`config.mk`:
```
export PLATFORM = sky130hd
export DESIGN_NAME = pixel_hex_text_encoder_core
export DESIGN_NICKNAME = d
export VERILOG_FILES = /design/src/design/phte_pkg.sv /design/src/design/phte_front.sv /design/src/design/phte_queue.sv /design/src/design/phte_back.sv /design/src/design/pixel_hex_text_encoder_core.sv
export SDC_FILE = /design/constraint.sdc
export NUM_CORES = 1
export LEC_CHECK = 0
export BUFFER_PORTS_ARGS = -buffer_cell sky130_fd_sc_hd__buf_4
export CORE_ASPECT_RATIO = 1.2
export CORE_MARGIN = 5
export CORE_UTILIZATION = 35
export CTS_CLUSTER_SIZE = 40
export DETAILED_ROUTE_END_ITERATION = 8
export GPL_ROUTABILITY_DRIVEN = 0
export GPL_TIMING_DRIVEN = 0
export HOLD_SLACK_MARGIN = 0.15
export PLACE_DENSITY = 0.62
export SLEW_MARGIN = 40
export SYNTH_ARGS = -nofsm -noshare
export SYNTH_HDL_FRONTEND = slang
export SYNTH_SLANG_ARGS = --single-unit
```
`constraint.sdc`:
```
create_clock -name clock -period 5 [get_ports clock]
set_input_delay 1 -clock clock [delete_from_list [all_inputs] [get_ports clock]]
set_output_delay 1 -clock clock [all_outputs]
set_load 0.005 [all_outputs]
```
`src/design/phte_pkg.sv`:
```
// Shared types, constants and helpers for the pixel hex text encoder.
`timescale 1ns / 1ps
package phte_pkg;

   localparam logic [1:0] MODE_TO_GRAY    = 2'd0;
   localparam logic [1:0] MODE_GRAY       = 2'd1;
   localparam logic [1:0] MODE_COLOUR     = 2'd2;
   localparam logic [1:0] MODE_COLOUR_ALT = 2'd3;

   localparam logic CSR_ENCODE_MODE = 1'b0;
   localparam logic CSR_ROW_WIDTH   = 1'b1;

   localparam logic [5:0] LINE_GRAY   = 6'd39;
   localparam logic [5:0] LINE_COLOUR = 6'd13;

   localparam logic [17:0] GRAY_WR    = 18'd306;
   localparam logic [17:0] GRAY_WG    = 18'd601;
   localparam logic [17:0] GRAY_WB    = 18'd117;
   localparam logic [17:0] GRAY_ROUND = 18'd512;

   localparam logic [7:0] NEWLINE_CHAR = 8'd10;
   localparam logic [7:0] DIGIT_ZERO   = 8'd48;
   localparam logic [7:0] DIGIT_A      = 8'd97;

   localparam logic [2:0] HEX_GRAY   = 3'd2;
   localparam logic [2:0] HEX_COLOUR = 3'd6;

   typedef struct packed {
      logic        colour;
      logic        newline;
      logic [23:0] bytes;
   } qe_type;

   function automatic logic [7:0] hex_char(input logic [3:0] nibble);
      logic [7:0] ch;
      if (nibble < 4'd10) begin
         ch = DIGIT_ZERO + {4'b0, nibble};
      end else begin
         ch = DIGIT_A + {4'b0, nibble} - 8'd10;
      end
      return ch;
   endfunction

endpackage

```
`src/design/phte_front.sv`:
```
// Front end: configuration registers, line and row tracking, gray conversion.
`timescale 1ns / 1ps
module phte_front
   import phte_pkg::*;
(
   input  logic        clock,
   input  logic        reset,
   input  logic        csr_we,
   input  logic        csr_index,
   input  logic [15:0] csr_wdata,
   input  logic        req_tvalid,
   output logic        req_tready,
   input  logic [31:0] req_tdata,
   output logic        push_valid,
   input  logic        push_ready,
   output qe_type      push_data
);

   logic [1:0]  encode_mode_ff, encode_mode_in;
   logic [15:0] row_width_ff, row_width_in;
   logic [5:0]  line_count_ff, line_count_in;
   logic [15:0] row_index_ff, row_index_in;

   logic        s1_valid_ff, s1_valid_in;
   logic        s1_colour_ff, s1_conv_ff, s1_newline_ff;
   logic [7:0]  s1_b0_ff, s1_b1_ff, s1_b2_ff;
   logic [17:0] s1_pr_ff, s1_pg_ff, s1_pb_ff;

   logic        accept, advance;
   logic        colour, conv;
   logic [7:0]  red, green, blue, gray_level;
   logic [5:0]  limit, line_next, line_after;
   logic        nl_limit, row_end;
   logic [16:0] width, row_next;
   logic [17:0] gray_sum;

   assign red        = req_tdata[7:0];
   assign green      = req_tdata[15:8];
   assign blue       = req_tdata[23:16];
   assign gray_level = req_tdata[31:24];

   assign advance    = !s1_valid_ff || push_ready;
   assign req_tready = advance;
   assign accept     = req_tvalid && advance;

   assign colour = (encode_mode_ff == MODE_COLOUR) || (encode_mode_ff == MODE_COLOUR_ALT);
   assign conv   = (encode_mode_ff == MODE_TO_GRAY);
   assign limit  = colour ? LINE_COLOUR : LINE_GRAY;

   assign line_next  = line_count_ff + 6'd1;
   assign nl_limit   = line_next >= limit;
   assign line_after = nl_limit ? 6'd0 : line_next;
   assign width      = (row_width_ff == 16'd0) ? 17'h10000 : {1'b0, row_width_ff};
   assign row_next   = {1'b0, row_index_ff} + 17'd1;
   assign row_end    = row_next >= width;

   always_comb begin
      encode_mode_in = encode_mode_ff;
      row_width_in   = row_width_ff;
      if (csr_we) begin
         case (csr_index)
            CSR_ENCODE_MODE: encode_mode_in = csr_wdata[1:0];
            CSR_ROW_WIDTH:   row_width_in   = csr_wdata;
            default:         ;
         endcase
      end
   end

   always_comb begin
      line_count_in = line_count_ff;
      row_index_in  = row_index_ff;
      if (accept) begin
         if (row_end) begin
            line_count_in = 6'd0;
            row_index_in  = 16'd0;
         end else begin
            line_count_in = line_after;
            row_index_in  = row_next[15:0];
         end
      end
   end

   assign s1_valid_in = accept || (s1_valid_ff && !push_ready);

   always_ff @(posedge clock) begin
      if (reset) begin
         encode_mode_ff <= MODE_TO_GRAY;
         row_width_ff   <= 16'd1;
         line_count_ff  <= 6'd0;
         row_index_ff   <= 16'd0;
         s1_valid_ff    <= 1'b0;
      end else begin
         encode_mode_ff <= encode_mode_in;
         row_width_ff   <= row_width_in;
         line_count_ff  <= line_count_in;
         row_index_ff   <= row_index_in;
         s1_valid_ff    <= s1_valid_in;
      end
   end

   always_ff @(posedge clock) begin
      if (accept) begin
         s1_colour_ff  <= colour;
         s1_conv_ff    <= conv;
         s1_newline_ff <= nl_limit || (row_end && (line_after != 6'd0));
         s1_b0_ff      <= colour ? red : gray_level;
         s1_b1_ff      <= green;
         s1_b2_ff      <= blue;
         s1_pr_ff      <= {10'b0, red} * GRAY_WR;
         s1_pg_ff      <= {10'b0, green} * GRAY_WG;
         s1_pb_ff      <= {10'b0, blue} * GRAY_WB;
      end
   end

   assign gray_sum = s1_pr_ff + s1_pg_ff + s1_pb_ff + GRAY_ROUND;

   assign push_valid        = s1_valid_ff;
   assign push_data.colour  = s1_colour_ff;
   assign push_data.newline = s1_newline_ff;
   assign push_data.bytes   = {s1_b2_ff, s1_b1_ff, s1_conv_ff ? gray_sum[17:10] : s1_b0_ff};

endmodule

```
`src/design/phte_queue.sv`:
```
// Small FIFO of classified pixels between front and back.
`timescale 1ns / 1ps
module phte_queue
   import phte_pkg::*;
#(
   parameter int DEPTH = 4
)
(
   input  logic   clock,
   input  logic   reset,
   input  logic   push_valid,
   output logic   push_ready,
   input  qe_type push_data,
   output logic   head_valid,
   input  logic   pop,
   output qe_type head_data
);

   localparam int PTR_W = (DEPTH > 1) ? $clog2(DEPTH) : 1;
   localparam int CNT_W = $clog2(DEPTH + 1);
   localparam logic [PTR_W-1:0] LAST_PTR = PTR_W'(DEPTH - 1);
   localparam logic [CNT_W-1:0] FULL_CNT = CNT_W'(DEPTH);

   qe_type           slots_ff [DEPTH];
   logic [PTR_W-1:0] wr_ptr_ff, wr_ptr_in;
   logic [PTR_W-1:0] rd_ptr_ff, rd_ptr_in;
   logic [CNT_W-1:0] count_ff, count_in;
   logic             do_push, do_pop;

   assign push_ready = count_ff != FULL_CNT;
   assign head_valid = count_ff != '0;
   assign head_data  = slots_ff[rd_ptr_ff];
   assign do_push    = push_valid && push_ready;
   assign do_pop     = pop && head_valid;

   always_comb begin
      wr_ptr_in = wr_ptr_ff;
      rd_ptr_in = rd_ptr_ff;
      count_in  = count_ff;
      if (do_push) begin
         wr_ptr_in = (wr_ptr_ff == LAST_PTR) ? '0 : wr_ptr_ff + 1'b1;
      end
      if (do_pop) begin
         rd_ptr_in = (rd_ptr_ff == LAST_PTR) ? '0 : rd_ptr_ff + 1'b1;
      end
      if (do_push && !do_pop) begin
         count_in = count_ff + 1'b1;
      end else if (do_pop && !do_push) begin
         count_in = count_ff - 1'b1;
      end
   end

   always_ff @(posedge clock) begin
      if (reset) begin
         wr_ptr_ff <= '0;
         rd_ptr_ff <= '0;
         count_ff  <= '0;
      end else begin
         wr_ptr_ff <= wr_ptr_in;
         rd_ptr_ff <= rd_ptr_in;
         count_ff  <= count_in;
      end
   end

   always_ff @(posedge clock) begin
      if (do_push) begin
         slots_ff[wr_ptr_ff] <= push_data;
      end
   end

endmodule

```
`src/design/phte_back.sv`:
```
// Back end: walks the queue head one character per beat into the output register.
`timescale 1ns / 1ps
module phte_back
   import phte_pkg::*;
(
   input  logic       clock,
   input  logic       reset,
   input  logic       head_valid,
   input  qe_type     head_data,
   output logic       pop,
   output logic       rsp_tvalid,
   input  logic       rsp_tready,
   output logic [7:0] rsp_tdata,
   output logic       rsp_tlast
);

   logic [2:0] idx_ff, idx_in;
   logic       out_valid_ff, out_valid_in;
   logic [7:0] out_char_ff;
   logic       out_last_ff;

   logic       advance, emit;
   logic [2:0] hex_count;
   logic       is_nl, is_last;
   logic [3:0] nibble;
   logic [7:0] ch;

   assign advance   = !out_valid_ff || rsp_tready;
   assign emit      = advance && head_valid;
   assign hex_count = head_data.colour ? HEX_COLOUR : HEX_GRAY;
   assign is_nl     = idx_ff == hex_count;
   assign is_last   = is_nl || ((idx_ff == hex_count - 3'd1) && !head_data.newline);
   assign pop       = emit && is_last;

   always_comb begin
      case (idx_ff)
         3'd0:    nibble = head_data.bytes[7:4];
         3'd1:    nibble = head_data.bytes[3:0];
         3'd2:    nibble = head_data.bytes[15:12];
         3'd3:    nibble = head_data.bytes[11:8];
         3'd4:    nibble = head_data.bytes[23:20];
         3'd5:    nibble = head_data.bytes[19:16];
         default: nibble = 4'd0;
      endcase
      ch = is_nl ? NEWLINE_CHAR : hex_char(nibble);
   end

   always_comb begin
      idx_in       = idx_ff;
      out_valid_in = out_valid_ff;
      if (advance) begin
         out_valid_in = head_valid;
      end
      if (emit) begin
         idx_in = is_last ? 3'd0 : idx_ff + 3'd1;
      end
   end

   always_ff @(posedge clock) begin
      if (reset) begin
         idx_ff       <= 3'd0;
         out_valid_ff <= 1'b0;
      end else begin
         idx_ff       <= idx_in;
         out_valid_ff <= out_valid_in;
      end
   end

   always_ff @(posedge clock) begin
      if (emit) begin
         out_char_ff <= ch;
         out_last_ff <= is_last;
      end
   end

   assign rsp_tvalid = out_valid_ff;
   assign rsp_tdata  = out_char_ff;
   assign rsp_tlast  = out_last_ff;

endmodule

```
`src/design/pixel_hex_text_encoder_core.sv`:
```
// Top level of the pixel hex text encoder.
// Path: a pixel's beat passes through the front end's stage register, the queue and the back end's output register.
// Throughput: one character per cycle while rsp_tready holds, so 2 to 3 characters per gray pixel and
// 6 to 7 per colour pixel; the back end's single character output register sets this.
// Reset: synchronous; clears counters, queue and output, mode 0, row width 1.
`timescale 1ns / 1ps
module pixel_hex_text_encoder_core
   import phte_pkg::*;
#(
   parameter int QUEUE_DEPTH = 4
)
(
   input  logic        clock,
   input  logic        reset,
   input  logic        csr_we,
   input  logic        csr_index,
   input  logic [15:0] csr_wdata,
   input  logic        req_tvalid,
   output logic        req_tready,
   input  logic [31:0] req_tdata,   // red, green, blue, gray_level
   output logic        rsp_tvalid,
   input  logic        rsp_tready,
   output logic [7:0]  rsp_tdata,   // text_char
   output logic        rsp_tlast
);

   logic   push_valid, push_ready, head_valid, pop;
   qe_type push_data, head_data;

   phte_front u_front (
      .clock      (clock),
      .reset      (reset),
      .csr_we     (csr_we),
      .csr_index  (csr_index),
      .csr_wdata  (csr_wdata),
      .req_tvalid (req_tvalid),
      .req_tready (req_tready),
      .req_tdata  (req_tdata),
      .push_valid (push_valid),
      .push_ready (push_ready),
      .push_data  (push_data)
   );

   phte_queue #(.DEPTH(QUEUE_DEPTH)) u_queue (
      .clock      (clock),
      .reset      (reset),
      .push_valid (push_valid),
      .push_ready (push_ready),
      .push_data  (push_data),
      .head_valid (head_valid),
      .pop        (pop),
      .head_data  (head_data)
   );

   phte_back u_back (
      .clock      (clock),
      .reset      (reset),
      .head_valid (head_valid),
      .head_data  (head_data),
      .pop        (pop),
      .rsp_tvalid (rsp_tvalid),
      .rsp_tready (rsp_tready),
      .rsp_tdata  (rsp_tdata),
      .rsp_tlast  (rsp_tlast)
   );

endmodule

```
Word level (Yosys, flattened, before mapping)
Memories as Yosys holds them, arrays and structs flattened. A register that Yosys moved wholly into a read port is not among the register bits.
Index checks and enable logic that the tools add are counted.
{ "word_totals": {"register_bits": 137, "ramBits": 104, "input_bits": 54, "out_inout_bits": 11, "word_cells": 104, "n_memories": 1} }
{ "memory_table": {"columns": ["name", "depth", "width", "rd", "rd_clocked_by_memory_dff", "wr", "line", "source"], "rows": [
  ["u_queue.slots_ff", 4, 26, 1, 1, 1, "phte_queue.sv:24", "qe_type slots_ff [DEPTH];"]
]} }
{ "classes": {"n_addsub": 14, "multipliers": 3, "order_cmp": 3, "n_eq_ne": 12, "n_mux": 19, "bitwise_logic": 1, "reduce_logical": 30} }
{ "op_table": {"columns": ["cell", "n"], "rows": [
  ["two-way mux 8 bit", 3],
  ["case mux 4 bit (6 select lines)", 1],
  ["adder 17 x 18 -> 18 bit", 1],
  ["adder 18 x 10 -> 18 bit, second input constant", 1],
  ["adder 18 x 15 -> 18 bit", 1],
  ["multiplier 8 x 10 -> 18 bit, second input constant", 1],
  ["two-way mux 6 bit", 3],
  ["adder 16 x 1 -> 17 bit, second input constant", 1],
  [">= comparator 17 bit", 1],
  ["two-way mux 17 bit", 1],
  ["zero test 16 bit", 1],
  ["multiplier 8 x 8 -> 16 bit, second input constant", 1],
  ["two-way mux 16 bit", 1],
  ["multiplier 8 x 7 -> 15 bit, second input constant", 1],
  ["two-way mux 3 bit", 4],
  ["logical AND 1 bit", 10],
  ["adder 7 x 4 -> 8 bit, first input constant", 1],
  ["equality test 2 bit, second input constant", 4],
  ["two-way mux 2 bit", 4],
  ["subtractor 8 x 4 -> 8 bit, second input constant", 1],
  ["adder 6 x 4 -> 7 bit, first input constant", 1],
  ["adder 3 x 1 -> 3 bit, second input constant", 2],
  ["adder 6 x 1 -> 6 bit, second input constant", 1],
  ["equality test 3 x 2 -> 1 bit, second input constant", 2],
  ["other kinds (18)", 34]
]} }

Longest topological paths before layout
Gate-level depths: netlist (run 1).
{ "logic_depth": {"ltp_word": 10, "ltp_mapped": 15, "ltp_nobuf": 15} }

Hierarchy
A second synthesis (run 1) with hierarchy kept.
{ "hier_totals": {"cells_unflattened": 1162, "area_unflattened_um2": 14249.9} }
{ "by_module_without_submodules": {"columns": ["module", "instances", "cells_each", "area_each_um2", "seq_area_each_um2"], "rows": [
  ["phte_front", 1, 896, 9226.3, 2952.8],
  ["phte_queue", 1, 184, 4226.6, 3303.2],
  ["phte_back", 1, 82, 797.0, 320.3]
]} }

Least setup slack after synthesis (run 1)
Ideal clock, no wire load.
{ "synth_timing": {"kind": "input port to flip-flop", "from": "in req_tdata[17]", "to": "reg u_front.s1_pb_ff[14] (data pin)", "setup_ps": 259, "t_arrival_ps": 4581, "required_ps": 4741, "slack_ps": 160, "cell_stages": 15, "n_path_buf": 0, "path_cell_list": "inv_1 > fa_1 > inv_1 > fa_1 > ha_1 > inv_1 > fa_1 > inv_1 > ha_1 > or3_1 > o21ai_0 > nor3_1 > a2111oi_0 > a21oi_1 > xnor2_1"} }
{ "synth_between": {"elab_chain_cells": 1} }
{ "synth_lines": {"columns": ["element", "line", "source"], "rows": [
  ["start: declaration", "pixel_hex_text_encoder_core.sv:20", "input logic [31:0] req_tdata,"],
  ["multiplier 8 x 7 -> 15 bit", "phte_front.sv:111", "s1_pb_ff <= {10'b0, blue} * GRAY_WB;"],
  ["end signal: assignment", "phte_front.sv:111", null],
  ["end: declaration", "phte_front.sv:27", "logic [17:0] s1_pr_ff, s1_pg_ff, s1_pb_ff;"]
]} }
No other way between the ends.
A chain may end at the register's enable or synchronous reset.

Worst setup path in the final report (run 1)
{ "layout_timing": {"from": "in req_tdata[19]", "to": "reg u_front.s1_pb_ff[14] (data pin)"} }
Same word-level chain as after synthesis.

==> results of run 1 <==
## cell usage in the layout, fill, tap and decap left out, drive strengths merged, types with 26 or more instances in the layout
cell type / n
a21oi: 72
buf: 73
ha: 182
mux4: 26
inv: 121
fa: 49
edfxtp: 183
clkbuf: 53
dfxtp: 54
nor2: 41
nand2: 86
xnor2: 46
## cell families (layout without fill, tap and decap cells)
logic type	after synthesis	after routing	share of synthesized area, %
buffers and inverters	151	262	4.35
xor gates and xnor gates	59	59	3.66
other	1	1	0.0266
muxes	47	47	6.23
and+or+nand+nor	234	234	8.11
DFF	237	237	46.6
AOI/OAI and AO/OA	176	176	7.92
adders and majority gates	231	231	23.1
## power by group
part           switching (mW)  internal (mW)
clock network           0.779           1.03
logic                    1.99           1.63
registers               0.146           2.82
total                    2.92           5.48
## cell usage after synthesis (8+ instances only)
| cell type | number | area, µm² |
|---|---|---|
| nor2b_1 | 8 | 50.1 |
| nand2_1 | 85 | 319 |
| ha_1 | 182 | 2280 |
| and2_1 | 8 | 50.1 |
| nor2_1 | 41 | 154 |
| nand3_1 | 20 | 100 |
| nor4_1 | 16 | 100 |
| nor3_1 | 11 | 55.1 |
| o21bai_1 | 9 | 67.6 |
| o211ai_1 | 10 | 75.1 |
| dfxtp_1 | 54 | 1080 |
| o21ai_0 | 20 | 100 |
| clkbuf_1 | 23 | 86.3 |
| o21a_1 | 9 | 67.6 |
| mux4_1 | 18 | 473 |
| xor2_1 | 13 | 114 |
| edfxtp_1 | 183 | 5500 |
| nand4_1 | 8 | 50.1 |
| a21o_1 | 15 | 113 |
| mux2_2 | 13 | 146 |
| mux2i_1 | 8 | 80.1 |
| fa_1 | 49 | 981 |
| xnor2_1 | 46 | 403 |
| inv_1 | 117 | 439 |
| a21oi_1 | 72 | 360 |
| mux4_2 | 8 | 180 |
## state kept, by name, indices dropped and copies added (netlist names), 2 cells and up, named ones only
register	cells
u_back.rsp_tdata	7
u_queue.slots_ff	104
u_front.s1_pr_ff	16
u_front.s1_pb_ff	13
u_front.s1_b1_ff	5
u_front.row_width_ff	16
u_front.row_index_ff	16
u_front.encode_mode_ff	2
u_queue.rd_ptr_ff	2
u_front.s1_b0_ff	8
u_queue.wr_ptr_ff	2
u_front.s1_b2_ff	8
u_back.idx_ff	3
u_queue.count_ff	3
u_front.s1_pg_ff	18
u_front.line_count_ff	6
## critical path, delay by kind of cell
family                   cells  cell delay, ns
buffers and inverters        5            0.47
AND/OR/NAND/NOR              2            0.44
XOR/XNOR                     1            0.35
AO/OA/AOI/OAI                3            0.68
adder cells (fa/ha/maj)      5            1.99
## worst max-delay path by stage
stage	startpoint	to	slack (ns)	cells past startpoint
global route	req_tdata[19]	u_front.s1_pb_ff[14]	0.16	16
finish	req_tdata[19]	u_front.s1_pb_ff[14]	0.37	16
CTS	req_tdata[19]	u_front.s1_pb_ff[14]	0.09	16
detailed placement	req_tdata[19]	u_front.s1_pb_ff[14]	-0.46	16
floorplan	req_tdata[17]	u_front.s1_pb_ff[14]	0.16	15
global placement	req_tdata[18]	u_front.s1_pb_ff[14]	-0.44	16
## final cells by class
class	count	area [µm²]	area share [%]
Inverter	119	447	2.77
Clock inverter	17	158	0.979
Tap cell	533	667	4.14
Sequential cell	237	6580	40.8
Timing Repair Buffer	65	513	3.19
Buffer	32	170	1.06
Multi-Input combinational cell	748	6930	43.1
Clock buffer	29	641	3.98
## layer usage
layer | vias to the layer above | share of wire [%]
li1 | 4317 | -
met1 | 4253 | 45
met2 | 126 | 51
met3 | 32 | 2.9
met4 | 0 | 1.7
met5 | - | 0
## repair_timing
item	in CTS	in global routing
hold endpoints to repair	0	0
gates resized for setup	0	2
endpoints found under the setup margin	0	1
hold buffers	0	0
## metrics by stage
stage               setup slack [ns]  cells
global placement              -0.440   1732
floorplan                      0.160   1136
CTS                           0.0862   1780
global route                   0.156   1780
finish                         0.373   1780
detailed placement            -0.464   1734
==> results.json, run 1 <==
{
  "outcome": "complete, no violations",
  "finalMaxSlewViolations": 0,
  "worstReg2RegEnd": "u_front.s1_newline_ff",
  "die_area_um2": 44400,
  "wl_per_cell_um": 15.7,
  "drtPass1Iterations": 5,
  "whs_ns": 0.470,
  "grt_pass1_vias": 8917,
  "crit_chain": "buf_4 -> inv_1 -> fa_1 -> inv_1 -> fa_1 -> ha_1 -> inv_1 -> fa_1 -> inv_1 -> ha_1 -> or3_1 -> o21ai_0 -> nor3_1 -> a2111oi_2 -> a21oi_1 -> xnor2_1",
  "start_util_pct": 35.4,
  "synth_area_um2": 14100,
  "diodes": 0,
  "relSlewSlack_pct": 48.2,
  "tightest_slew_ns": 0.777,
  "ys_ff_latch": 237,
  "power.density_nw_per_um2": 521,
  "crit_fanout": 4,
  "fin_crit_ns": 4.63,
  "tritoncts": "built",
  "clock-sinks": 237,
  "grt_use_met1_pct": 16.3,
  "power_mw": 8.40,
  "total_leakage_power_nw": 6.58,
  "ant_nets": 0,
  "grt.overflow.total": 0,
  "fin_worst_skew_ns": 0.0221,
  "synth_edf_count": 183,
  "grtUsageTotal_pct": 12.4,
  "use_met2_pct": 22.1,
  "worstReg2RegStart": "u_front.row_index_ff[2]",
  "synthArstFlopShare_pct": 0,
  "end_kind": "register",
  "via_per_inst": 4.90,
  "cts.path.max_buffers": 3,
  "synth.distinct_cells": 70,
  "clk_latency_ns": 0.54,
  "gr-usage-met3_pct": 1.43,
  "finalCritPeriodShare_pct": 92.5,
  "grt_max_degree": 42,
  "rr_worst_depth": 11,
  "fmax_mhz": 216,
  "path_class": "in2reg",
  "row_count": 80,
  "timing_hold_violations_final": 0,
  "drcViolationCount": 0,
  "min_from": "u_front.row_width_ff[15]",
  "setup_viol": 0,
  "fin_area_um2": 16100,
  "rsz0062_at_grt": "false",
  "postSynthAreaPerCell_um2": 12.4,
  "cts-htree-levels": 1,
  "vias": 8728,
  "grt_first_pass_wirelength_mm": 46.0,
  "ir_drop_uv": 325,
  "place_hpwl_mm": 20.9,
  "syn_nets": 1421,
  "cp.required_ns": 5.32,
  "hold_class": "reg2reg",
  "cp_data_arrival_time_ns": 4.95,
  "root_buffer": "clkbuf_16",
  "syn_to_final_growth_pct": 14.2,
  "final_layout_size_suffix_gt1_share_pct": 11.1,
  "yosys_warnings": 0,
  "crit_top_cell": "inv_1",
  "nFillCells": 3803,
  "core-area_um2": 39800,
  "drt-initial-drc-count": 333,
  "placed_cell_area_um2": 15300,
  "cpPeakStageDelay_ns": 0.50,
  "holdPathEnd": "u_front.row_width_ff[15]",
  "path_clk_slew_ns": 0.06,
  "die_h_um": 230,
  "hold_depth": 2,
  "finalCoreUtilization_pct": 40.4,
  "yosys_most_used_dff": "edfxtp_1",
  "critPathLaunchType": "input port",
  "wirelength_mm": 27.9,
  "syn-instance-count": 1136,
  "cts_setup_buffers": 0,
  "port_buffers": 63,
  "grt-busiest-layer": "met2",
  "ff2ff_setup_slack_ns": 1.13,
  "cts-buffers-inserted": 25,
  "num_io_pins": 65,
  "antenna_found_initial": 0,
  "synth-seq-area-share_pct": 46.6,
  "slowest_stage": "fa_1",
  "die_x_um": 193,
  "setup_tns_ns": 0,
  "nets": 1513,
  "max_cap_violations": 0
}
Power figures use the tool's default switching activity.
==> run 2: changes to the inputs <==
- CORE_UTILIZATION: 35 -> 24
- PLACE_DENSITY: 0.62 -> 0.49
==> run 2 against run 1 <==
  * Power rose by 2.0%
  * Largest power group unchanged
  * Largest cell class unchanged
  * Flip-flop and latch count did not move
  * Clock skew increased by 0.0048 ns
  * Design area grew 3.2%
  * Clock-buffer cell count increased by 3
  * Die area grew 43%
  * First-iteration DRC count fell by 3.0%
==> results.json, run 2 (synthesized netlist as in run 1, its figures left out) <==
{
  "outcome": "complete, no violations",
  "crit_fanout": 4,
  "drtPass1Iterations": 4,
  "grt_pass1_vias": 9052,
  "cpPeakStageDelay_ns": 0.51,
  "hold_class": "reg2reg",
  "core-area_um2": 58400,
  "placed_cell_area_um2": 15700,
  "power_mw": 8.57,
  "relSlewSlack_pct": 45.0,
  "start_util_pct": 24.2,
  "clock-sinks": 237,
  "nets": 1519,
  "grt_max_degree": 38,
  "setup_ws_ns": 0.379,
  "drt-initial-drc-count": 323,
  "port_buffers": 63,
  "end_kind": "register",
  "grt_first_pass_wirelength_mm": 48.8,
  "path_clk_slew_ns": 0.06,
  "crit_family": "adder cells",
  "ant_nets": 0,
  "reg_top3": "u_queue.slots_ff: 104 flops, u_front.s1_pg_ff: 18 flops",
  "setup_tns_ns": 0,
  "wl_per_cell_um": 14.7,
  "critPathLaunchType": "input port",
  "via_per_inst": 4.21,
  "ir_drop_uv": 408,
  "die_area_um2": 63800,
  "clk_latency_ns": 0.56,
  "regMostFlops": "u_queue.slots_ff",
  "cts_setup_buffers": 0,
  "cp.required_ns": 5.34,
  "cts.path.max_buffers": 3,
  "num_io_pins": 65,
  "grtUsageTotal_pct": 9.51,
  "final_layout_size_suffix_gt1_share_pct": 11.7,
  "diodes": 0,
  "final_common_cell": "edfxtp_1",
  "tightest_slew_ns": 0.825,
  "timing_hold_violations_final": 0,
  "die_h_um": 276,
  "vias": 8621,
  "slowest_stage": "fa_1",
  "path_class": "in2reg",
  "power.density_nw_per_um2": 515,
  "max_cap_violations": 0,
  "drcViolationCount": 0,
  "pre_cts_slack_ns": -0.549,
  "largest_reg_flops": 104,
  "cts-buffers-inserted": 27,
  "cts-htree-levels": 1,
  "tritoncts": "built",
  "grt.overflow.total": 0,
  "wirelength_mm": 30.2,
  "cp_data_arrival_time_ns": 4.96,
  "fmax_mhz": 216,
  "place_hpwl_mm": 23.1,
  "antenna_found_initial": 0,
  "mostFrequentLayoutCells": "edfxtp_1, ha_1, inv_1, nand2_1, a21oi_1",
  "fin_area_um2": 16600,
  "fin_worst_skew_ns": 0.0269,
  "crit_chain": "buf_4 -> inv_1 -> fa_1 -> inv_1 -> fa_1 -> ha_1 -> inv_1 -> fa_1 -> inv_1 -> ha_1 -> or3_1 -> o21ai_0 -> nor3_1 -> a2111oi_2 -> a21oi_1 -> xnor2_1",
  "crit_top_cell": "inv_1",
  "total_leakage_power_nw": 6.68,
  "worst-path-buf-inv": 5,
  "root_buffer": "clkbuf_16",
  "syn_to_final_growth_pct": 17.8,
  "setup_viol": 0,
  "finalCritPeriodShare_pct": 92.4,
  "rsz0062_at_grt": "false",
  "die_x_um": 231,
  "finalMaxSlewViolations": 0,
  "row_count": 97,
  "fin_crit_ns": 4.62
}
run 2: routing by layer:
layer,share of wire [%],vias up,track usage (%)
met1,45,4161,12.2
met4,1.5,0,2.32
li1,-,4323,-
met5,0,-,0
met3,2.9,29,1.10
met2,50,108,17.2
run 2: final cells by class:
cell class              instances  area, µm²
clock buffers                  32        704
plain buffers                  32        170
inverters                     119        447
multi-input cells             748       6930
flip-flops and latches        237       6580
repair buffers                 69        623
fillers                      6008      41800
well taps                     792        991
clock inverters                18        176
run 2: through the flow:
stage | hold WS [ns] | std cells | utilization (%)
final | 0.471 | 2047 | 28.5
after global routing | 0.498 | 2047 | 28.5
after CTS | 0.474 | 2047 | 28.5
after detailed placement | 0.465 | 1997 | 27.0
after global placement | 0.459 | 1991 | 26.7
after floorplan | 0.444 | 1136 | -
run 2: power breakdown:
part	total, mW	switching (mW)	internal [mW]
combinational	3.64	2.00	1.64
clock	1.96	0.829	1.13
sequential	2.97	0.151	2.82
total	8.57	2.98	5.58
run 2: worst reg2reg max path: cells and delay by family, from the launching register on:
kind                     cells  cell delay [ns]
XOR/XNOR                     1             0.19
AND/OR/NAND/NOR              4             1.01
flip-flops                   1             0.30
adder cells (fa/ha/maj)      1             0.34
AO/OA/AOI/OAI                3             1.10
buffers and inverters        2             0.76
run 2: final timing paths:
path	startpoint	end	slack [ns]	cells past startpoint
hold / removal	u_front.line_count_ff[5]	u_front.line_count_ff[5]	0.47	2
setup reg to reg	u_front.row_index_ff[2]	u_front.s1_newline_ff	1.01	11
setup / recovery	req_tdata[19]	u_front.s1_pb_ff[14]	0.38	16
hold reg to reg	u_front.line_count_ff[5]	u_front.line_count_ff[5]	0.47	2
run 2: what timing repair did:
action                     CTS  global route
hold endpoints to repair     0             0
gates resized for setup      0             1
setup endpoints to repair    0             1
hold buffers                 0             0
==> run 3: changes to the inputs <==
- CORE_UTILIZATION: 24 -> 57
- CTS_CLUSTER_SIZE: 40 -> unset
- PLACE_DENSITY: 0.49 -> 0.88
==> run 3 against run 2 <==
  * Clock power fell by 15%
  * Routed wire length is 3.8% lower
  * Largest power group unchanged
  * Die area is 56% lower
==> results.json, run 3 (synthesized netlist as in run 1, its figures left out) <==
{
  "outcome": "complete, no violations",
  "total_leakage_power_nw": 6.54,
  "final_layout_size_suffix_gt1_share_pct": 11.1,
  "wl_per_cell_um": 18.5,
  "place_hpwl_mm": 21.1,
  "rr_worst_depth": 12,
  "cts_setup_buffers": 0,
  "final_cells": 1568,
  "fmax_mhz": 209,
  "slowest_stage": "fa_1",
  "multiInputGateArea_um2": 6930,
  "antenna_found_initial": 0,
  "cp-startpoint": "req_tdata[19]",
  "crit_fanout": 4,
  "largest_reg_flops": 104,
  "use_met2_pct": 38.2,
  "mostFrequentLayoutCells": "edfxtp_1, ha_1, inv_1, nand2_1, a21oi_1",
  "grt-busiest-layer": "met2",
  "drcViolationCount": 0,
  "worst-path-buf-inv": 5,
  "crit_top_cell": "inv_1",
  "cp.required_ns": 5.26,
  "via_per_inst": 5.84,
  "die_h_um": 182,
  "critPathLaunchType": "input port",
  "num_io_pins": 65,
  "tightest_slew_ns": 0.728,
  "rsz0062_at_grt": "false",
  "grt_pass1_vias": 9519,
  "gr-usage-met3_pct": 2.59,
  "wirelength_mm": 29.0,
  "cp_data_arrival_time_ns": 5.04,
  "ff2ff_setup_slack_ns": 0.99,
  "reg_top3": "u_queue.slots_ff: 104 flops, u_front.s1_pg_ff: 18 flops",
  "finalCritPeriodShare_pct": 95.5,
  "regMostFlops": "u_queue.slots_ff",
  "grtUsageTotal_pct": 20.8,
  "die_x_um": 154,
  "ant_nets": 0,
  "ctsResizeCount": 1,
  "grt_max_degree": 39,
  "timing_hold_violations_final": 0,
  "fin_crit_ns": 4.78,
  "diodes": 0,
  "whs_ns": 0.472,
  "hold_depth": 2,
  "crit_family": "adder cells",
  "start_util_pct": 57.4,
  "seqCellArea_um2": 6580,
  "grt_use_met1_pct": 25.2,
  "cts-buffers-inserted": 23,
  "grt_first_pass_wirelength_mm": 47.4,
  "clk_latency_ns": 0.52,
  "cts.path.max_buffers": 3,
  "path_depth": 16,
  "row_count": 63,
  "final_common_cell": "edfxtp_1",
  "drt-initial-drc-count": 654,
  "cp-endpoint": "u_front.s1_pb_ff[14]",
  "cts-htree-levels": 1,
  "end_kind": "register",
  "syn_to_final_growth_pct": 11.7,
  "setup_viol": 0,
  "tritoncts": "built",
  "vias": 9161,
  "hold_class": "reg2reg",
  "port_buffers": 63,
  "fin_worst_skew_ns": 0.0198,
  "path_class": "in2reg",
  "relSlewSlack_pct": 51.4,
  "crit_chain": "buf_4 -> inv_1 -> fa_1 -> inv_1 -> fa_1 -> ha_1 -> inv_1 -> fa_1 -> inv_1 -> ha_1 -> or3_1 -> o21ai_0 -> nor3_1 -> a2111oi_2 -> a21oi_1 -> xnor2_1",
  "dp_cells": 1526,
  "path_clk_slew_ns": 0.06,
  "die_area_um2": 28000,
  "core-area_um2": 24600,
  "worstReg2RegEnd": "u_front.row_index_ff[5]",
  "cpPeakStageDelay_ns": 0.50,
  "drtPass1Iterations": 5,
  "cts_hold_buffers": 0,
  "worstReg2RegStart": "u_front.row_index_ff[2]",
  "nFillCells": 1727,
  "power.density_nw_per_um2": 534,
  "nets": 1511,
  "root_buffer": "clkbuf_16",
  "clock-sinks": 237,
  "grt.overflow.total": 0,
  "finalMaxSlewViolations": 0,
  "max_cap_violations": 0,
  "ir_drop_uv": 470
}
[run 3: layer usage]
metal / part of all wire [%] / routed length (µm)
met1: 39 / 11300
met2: 53 / 15400
met3: 4.9 / 1440
met4: 3.3 / 954
met5: 0 / 0
[run 3: power breakdown]
group | internal (mW) | leakage (nW) | switching (mW) | total (mW)
Combinational | 1.65 | 4.05 | 2.14 | 3.79
Sequential | 2.82 | 2.15 | 0.157 | 2.97
Clock | 0.910 | 0.345 | 0.751 | 1.66
Total | 5.38 | 6.54 | 3.04 | 8.42
[run 3: worst reg2reg max path, cell delays in order, from the launching register on]
cell	delay [ns]
dfxtp_1	0.32
clkbuf_1	0.30
and4_1	0.29
nand2_1	0.16
nor2_1	0.35
nand3_1	0.21
xnor2_1	0.18
ha_1	0.33
a2111o_1	0.44
a221oi_1	0.53
clkbuf_1	0.45
o211ai_1	0.17
a21oi_1	0.21
[run 3: cell type report]
type	instances	share of cell area (%)
clock buffer	25	3.70
clock inverter	17	0.857
multi-input combinational	748	44.0
timing repair buffer	65	3.25
tap	325	2.58
inverter	119	2.83
buffer	32	1.08
sequential	237	41.7
[run 3: worst min path at each step]
stage                                   from                        to  slack, ns
floorplan           u_front.line_count_ff[5]  u_front.line_count_ff[5]       0.44
global placement    u_front.line_count_ff[5]  u_front.line_count_ff[5]       0.45
detailed placement   u_front.row_width_ff[7]   u_front.row_width_ff[7]       0.46
CTS                  u_front.row_width_ff[7]   u_front.row_width_ff[7]       0.47
global route         u_front.row_width_ff[7]   u_front.row_width_ff[7]       0.49
finish               u_front.row_width_ff[2]   u_front.row_width_ff[2]       0.47
[run 3: per-stage QoR]
stage / util (%) / cell area, µm² / power [mW] / setup TNS [ns] / worst slack, ns
2_1_floorplan: - / 14100 / 5.68 / 0 / 0.160
3_3_place_gp: 60.9 / 15000 / 6.41 / -0.471 / -0.391
3_5_place_dp: 61.2 / 15000 / 6.69 / -0.728 / -0.558
4_1_cts: 64.1 / 15800 / 8.42 / 0 / 0.0756
5_1_grt: 64.1 / 15800 / 8.99 / 0 / 0.00750
6_report: 64.1 / 15800 / 8.42 / 0 / 0.224
